File: src/rtl/ct5_pkg.sv
// shared constants, types and the descriptor bit packing for the census transform
// no dependencies; used by the top level, the cell and the checker
package ct5_pkg;

  localparam int PIX_W          = 8;
  localparam int DESC_W         = 24;
  localparam int COL_W          = 11;
  localparam int ROW_W          = 12;
  localparam int WIN            = 5;
  localparam int CENTER_ROW     = 2;
  localparam int CENTER_COL     = 2;
  localparam int STORE_ROWS     = 4;

  localparam int CFG_IDX_W      = 2;
  localparam int CFG_DATA_W     = 13;
  localparam int CFG_W_W        = 12;
  localparam int CFG_H_W        = 13;

  localparam int MAX_WIDTH_DEF  = 2048;
  localparam int MAX_HEIGHT_DEF = 4096;
  localparam int MIN_WIDTH      = 5;
  localparam int MIN_HEIGHT     = 6;
  localparam int RST_WIDTH      = 640;
  localparam int RST_HEIGHT     = 480;

  typedef enum logic [CFG_IDX_W-1:0] {
    REG_IMAGE_WIDTH  = 2'd0,
    REG_IMAGE_HEIGHT = 2'd1,
    REG_BIT_ORDER    = 2'd2
  } reg_idx_e;

  typedef enum logic {
    ORDER_ROW_MAJOR = 1'b0,
    ORDER_COL_MAJOR = 1'b1
  } order_e;

  typedef struct packed {
    logic shift;
    logic clear;
  } cell_ctl_t;

  // gt holds one compare bit per window position, row r column k at r*WIN+k
  function automatic logic [DESC_W-1:0] census_pack(input logic [WIN*WIN-1:0] gt,
                                                     input order_e order);
    logic [DESC_W-1:0] res;
    res = '0;
    for (int a = 0; a < WIN; a++) begin
      for (int b = 0; b < WIN; b++) begin
        if (order == ORDER_COL_MAJOR) begin
          if (!(b == CENTER_ROW && a == CENTER_COL)) begin
            res[(a*WIN+b < CENTER_ROW*WIN+CENTER_COL) ? a*WIN+b : a*WIN+b-1] = gt[b*WIN+a];
          end
        end else begin
          if (!(a == CENTER_ROW && b == CENTER_COL)) begin
            res[(a*WIN+b < CENTER_ROW*WIN+CENTER_COL) ? a*WIN+b : a*WIN+b-1] = gt[a*WIN+b];
          end
        end
      end
    end
    return res;
  endfunction

endpackage

File: src/rtl/ct5_cell.sv
// one window position: holds a pixel, shifts from its neighbor, compares to center
// depends on ct5_pkg
module ct5_cell (
  input  logic                       clk_i,
  input  logic                       rst_ni,
  input  ct5_pkg::cell_ctl_t         ctl_i,
  input  logic [ct5_pkg::PIX_W-1:0]  din_i,
  input  logic [ct5_pkg::PIX_W-1:0]  center_i,
  output logic [ct5_pkg::PIX_W-1:0]  pix_o,
  output logic                       gt_o
);

  logic [ct5_pkg::PIX_W-1:0] pix_q;
  logic [ct5_pkg::PIX_W-1:0] pix_d;

  always_comb begin
    pix_d = pix_q;
    if (ctl_i.shift) begin
      pix_d = ctl_i.clear ? '0 : din_i;
    end
  end

  always_ff @(posedge clk_i or negedge rst_ni) begin
    if (!rst_ni) begin
      pix_q <= '0;
    end else begin
      pix_q <= pix_d;
    end
  end

  assign pix_o = pix_q;
  assign gt_o  = pix_q > center_i;

endmodule

File: config.mk
export PLATFORM = sky130hd
export DESIGN_NAME = ct5_cell
export DESIGN_NICKNAME = d
export VERILOG_FILES = /design/src/rtl/ct5_pkg.sv /design/src/rtl/ct5_cell.sv
export SDC_FILE = /design/constraint.sdc
export NUM_CORES = 1
export LEC_CHECK = 0
export BUFFER_PORTS_ARGS = -buffer_cell sky130_fd_sc_hd__buf_4
export CAP_MARGIN = 15
export CORE_UTILIZATION = 40
export CTS_BUF_LIST = sky130_fd_sc_hd__clkbuf_8
export CTS_CLUSTER_SIZE = 20
export DETAILED_ROUTE_END_ITERATION = 16
export HOLD_SLACK_MARGIN = 0.05
export PLACE_DENSITY = 0.83
export SLEW_MARGIN = 20
export SYNTH_ARGS = -nofsm -noshare
export SYNTH_HDL_FRONTEND = slang
export SYNTH_SLANG_ARGS = --single-unit
export TNS_END_PERCENT = 100
File: constraint.sdc
create_clock -name clk_i -period 1.68 [get_ports clk_i]
set_input_delay 0.252 -clock clk_i [delete_from_list [all_inputs] [get_ports clk_i]]
set_output_delay 0.252 -clock clk_i [all_outputs]
set_load 0.01 [all_outputs]
After elaboration in Yosys (flattened, before gate mapping)
Index checks and enable logic that the tools add are counted.

cells by class
  $add $sub $neg = 0
  multiply operators = 0
  divide/modulo/power cells = 0
  $lt $le $gt $ge = 1
  eq/ne operators = 0
  shift operators = 0
  muxes and demuxes = 1
  bitwise operators = 0
  reduce and logical (&&, ||, !) cells = 0

operator list
  cell          count
  $gt A8 B8 Y1  1
  $mux W8       1

word-level totals
  register bits = 8
  bits in latches = 0
  RAM bits = 0
  ROM bits = 0
  input port bits = 20
  output and inout port bits = 9
  logic and storage cells = 3
  memories kept = 0

Depth between registers and ports, before layout
  depth in word-level cells = 1
  gate-level depth with buffers = 6
  mapped depth without buffers = 6

Worst setup path before layout
OpenSTA, ideal clock, no wires.

  kind = flip-flop to output port
  from = register pix_q, in the netlist pix_o[7]
  to = output gt_o
  arrival time = 1.266 ns
  setup slack = 0.162 ns
  cell stages (with the launch flop) = 5
  buffers on the path = 0
  cells stage by stage = dfrtp_1 ha_1 and4_1 a21boi_1 o31a_1

between the ends
  cells in the longest elaborated chain, start to end = 1

ends and longest elaborated chain
  item                    RTL line        text
  from (decl)             ct5_cell.sv:13  logic [ct5_pkg::PIX_W-1:0] pix_q;
  from (signal assigned)  ct5_cell.sv:27  pix_q <= pix_d;
  $gt A8 B8 Y1            ct5_cell.sv:32  assign gt_o = pix_q > center_i;
  to (decl)               ct5_cell.sv:10  output logic gt_o

Every way passes these cells.

Worst setup path in the final report
  from = register pix_q, in the netlist pix_o[5]
  to = output gt_o

The elaborated chain is that of the path after synthesis.

==> results.py <==
metrics = {
    "global_route": {
        "grt_start_max_net_pins": 17,
        "antenna_found_initial": 0,
        "grt_pass1_wl_mm": 2.06,
        "grt_usage_pct": 20.6,
        "grt_pass1_vias": 506,
        "grt-ovfl-total": 0,
    },
    "clock_network": {
        "clk_latency_ns": 0.22,
        "cts-htree-levels": 1,
        "cts_sinks": 8,
        "clkTransAtPathRegs_ns": 0.04,
        "cts_buffers": 3,
        "cts_tree": "yes",
        "clock_path_buffers": 2,
        "cts-root-buf": "clkbuf_8",
    },
    "die": {
        "dieWidth_microns": 38.8,
        "placementRows": 12,
        "pin_count": 29,
        "die_h_microns": 38.8,
        "dieArea_sq_um": 1500,
        "fp.coreArea_sq_um": 1190,
        "initial_core_util_pct": 45.6,
    },
    "synth": {
        "synthCells": 59,
        "syn_area_sq_um": 541,
        "synth_seq_cells": 8,
        "ys_seq_area_share_pct": 37.0,
        "synth_cell_types": 17,
        "syn_nets": 87,
        "postSynthAreaPerCell_sq_um": 9.16,
        "synth_warnings": 0,
    },
    "critical_path": {
        "rrSetupSlack_ns": 0.79,
        "critPathBufInv": 1,
        "reg2reg_depth": 3,
        "r2r_end": "pix_o[3]",
        "crit_chain": "ha_4 > and4_1 > a21boi_1 > o31a_1 > buf_4",
        "cp-end-kind": "output port",
        "startpoint": "pix_o[5]",
        "cp.depth": 5,
        "cp.required_ns": 1.43,
        "cp-endpoint": "gt_o",
        "cp_max_fo": 3,
        "cpLargestDelayFamily": "flip-flops",
        "critPathLaunchType": "flip-flop",
        "cp_slowest_stage_delay_ns": 0.42,
        "r2r_start": "pix_o[3]",
        "crit_type": "flip-flop to output port",
        "crit_slowest_cell": "dfrtp_1",
        "cp.arrival_ns": 1.58,
    },
    "power": {
        "power_leakage_uw": 0.000465,
        "power_density_nw_per_um2": 699,
        "power.total_uw": 627,
        "ir_worst_vdd_mv": 0.434,
    },
    "placement": {
        "preCtsSetupSlack_ns": 0.0467,
        "gp_congestion": 0.658,
        "post_dp_cell_area_sq_um": 778,
        "hpwl_microns": 902,
        "numPortBuffers": 28,
    },
    "cells_and_area": {
        "regArea_sq_um": 200,
        "num-fill-cells": 78,
        "multi_input_area_sq_um": 317,
        "design_area_sq_um": 897,
        "nNetsFinal": 126,
        "num_antenna_cells": 0,
        "area_growth_pct": 66.0,
        "drive_gt1_share_pct": 43.8,
        "largest_reg_flops": 8,
    },
    "sta": {
        "period_needed_ns": 1.83,
        "clock_skew_ns": 0,
        "rsz0062_at_grt": "yes",
        "drv_slew": 0,
        "worst_slack_ns": -0.153,
        "finalSetupViolations": 1,
        "worst_pin_slew_ns": 0.244,
        "relSlewSlack_pct": 83.5,
        "max_freq_ghz": 0.545,
        "min_period_over_period_pct": 109,
        "final-hold-violation-count": 0,
        "hold_ws_ns": 0.267,
    },
    "drt": {
        "post-route-drc-count": 0,
        "vias": 541,
        "drt_iter0_drc": 6,
        "drt-total-wl_mm": 1.34,
        "wl_per_cell_microns": 12.1,
        "detail-route-antenna-nets": 0,
        "dr.pass1.iters": 4,
        "vias_per_cell": 4.92,
    },
    "outcome": {
        "violations": "setup timing",
        "status": "complete, but fails checks",
    },
    "run": {
        "timing.max_cap.violations": 0,
    },
    "hold_path": {
        "hp-class": "primary input to flip-flop",
    },
}
[per-stage QoR]
stage          util (%)  std cells  TNS [ns]
2_1_floorplan         -         59         0
3_3_place_gp       65.6        102         0
3_5_place_dp       65.6        102         0
4_1_cts            72.9        109    -0.147
5_1_grt            75.6        110    -0.225
6_report           75.6        110    -0.153
[routing by layer]
layer / vias up / track usage, % / routed length [microns]
met5: - / 0 / 0
met4: 0 / 10.3 / 12
met3: 2 / 3.47 / 74
met2: 23 / 35.0 / 624
met1: 244 / 24.6 / 623
li1: 272 / - / -
[kinds of logic after synthesis]
| logic type | share of synthesized area [%] |
|---|---|
| flip-flops | 37.0 |
| AND/OR/NAND/NOR | 16.9 |
| buffers and inverters | 11.3 |
| AO/OA/AOI/OAI | 16.2 |
| adder cells (fa/ha/maj) | 18.5 |
[worst min-delay path by stage]
stage                  start       end  slack (ns)  depth (start not counted)
global route        din_i[2]  pix_o[2]        0.29                          3
global placement      rst_ni  pix_o[5]        0.07                          1
CTS                 din_i[7]  pix_o[7]        0.27                          3
finish              din_i[7]  pix_o[7]        0.27                          3
floorplan             rst_ni  pix_o[0]       -0.04                          0
detailed placement    rst_ni  pix_o[7]        0.07                          1
[where the power goes]
part	internal, uW	switching [uW]
clock network	155	68.6
registers	209	12.8
logic	106	75.6
total	470	157
[tightest hold or removal path, stage by stage]
cell and delay, ns:
buf_4 0.08, nand3b_1 0.06, o21ai_0 0.06
[timing repair]
action                                 CTS  global route
endpoints found under the hold margin    8             0
gates resized for setup                  1             2
hold buffers                             1             0
pin swaps                                1             0
setup endpoints to repair                1             1
buffers inserted                         3             1
[cell usage in the layout, fill, tap and decap left out]
master | Yosys | layout
buf_4 | 0 | 34
inv_1 | 15 | 15
nand3b_1 | 8 | 8
dfrtp_1 | 8 | 8
o21ai_0 | 7 | 7
ha_1 | 8 | 5
ha_4 | 0 | 3
clkbuf_8 | 0 | 3
o21ai_1 | 2 | 2
a211oi_2 | 1 | 1
nor2_1 | 1 | 1
nor2b_1 | 1 | 1
and2_1 | 1 | 1
o21ai_2 | 1 | 1
a21oi_1 | 1 | 1
and4_1 | 1 | 1
a21boi_1 | 1 | 1
nand4_1 | 1 | 1
o31a_1 | 1 | 1
dlygate4sd3_1 | 0 | 1
[cell type report]
type,count,area share [%]
tap,14,1.95
inverter,15,6.28
sequential,8,22.3
multi-input combinational,35,35.3
clock buffer,3,4.60
timing repair buffer,35,29.6
[synthesized netlist by cell type, drive strengths merged]
cell type,number,area [sq um]
inv,15,56.3
o21ai,10,53.8
dfrtp,8,200
ha,8,100
nand3b,8,60.1
a211oi,1,12.5
a21boi,1,7.51
a21oi,1,5.00
and2,1,6.26
and4,1,8.76
buf,1,5.00
nand4,1,6.26
nor2,1,3.75
nor2b,1,6.26
o31a,1,8.76
Power figures use the tool's default switching activity.
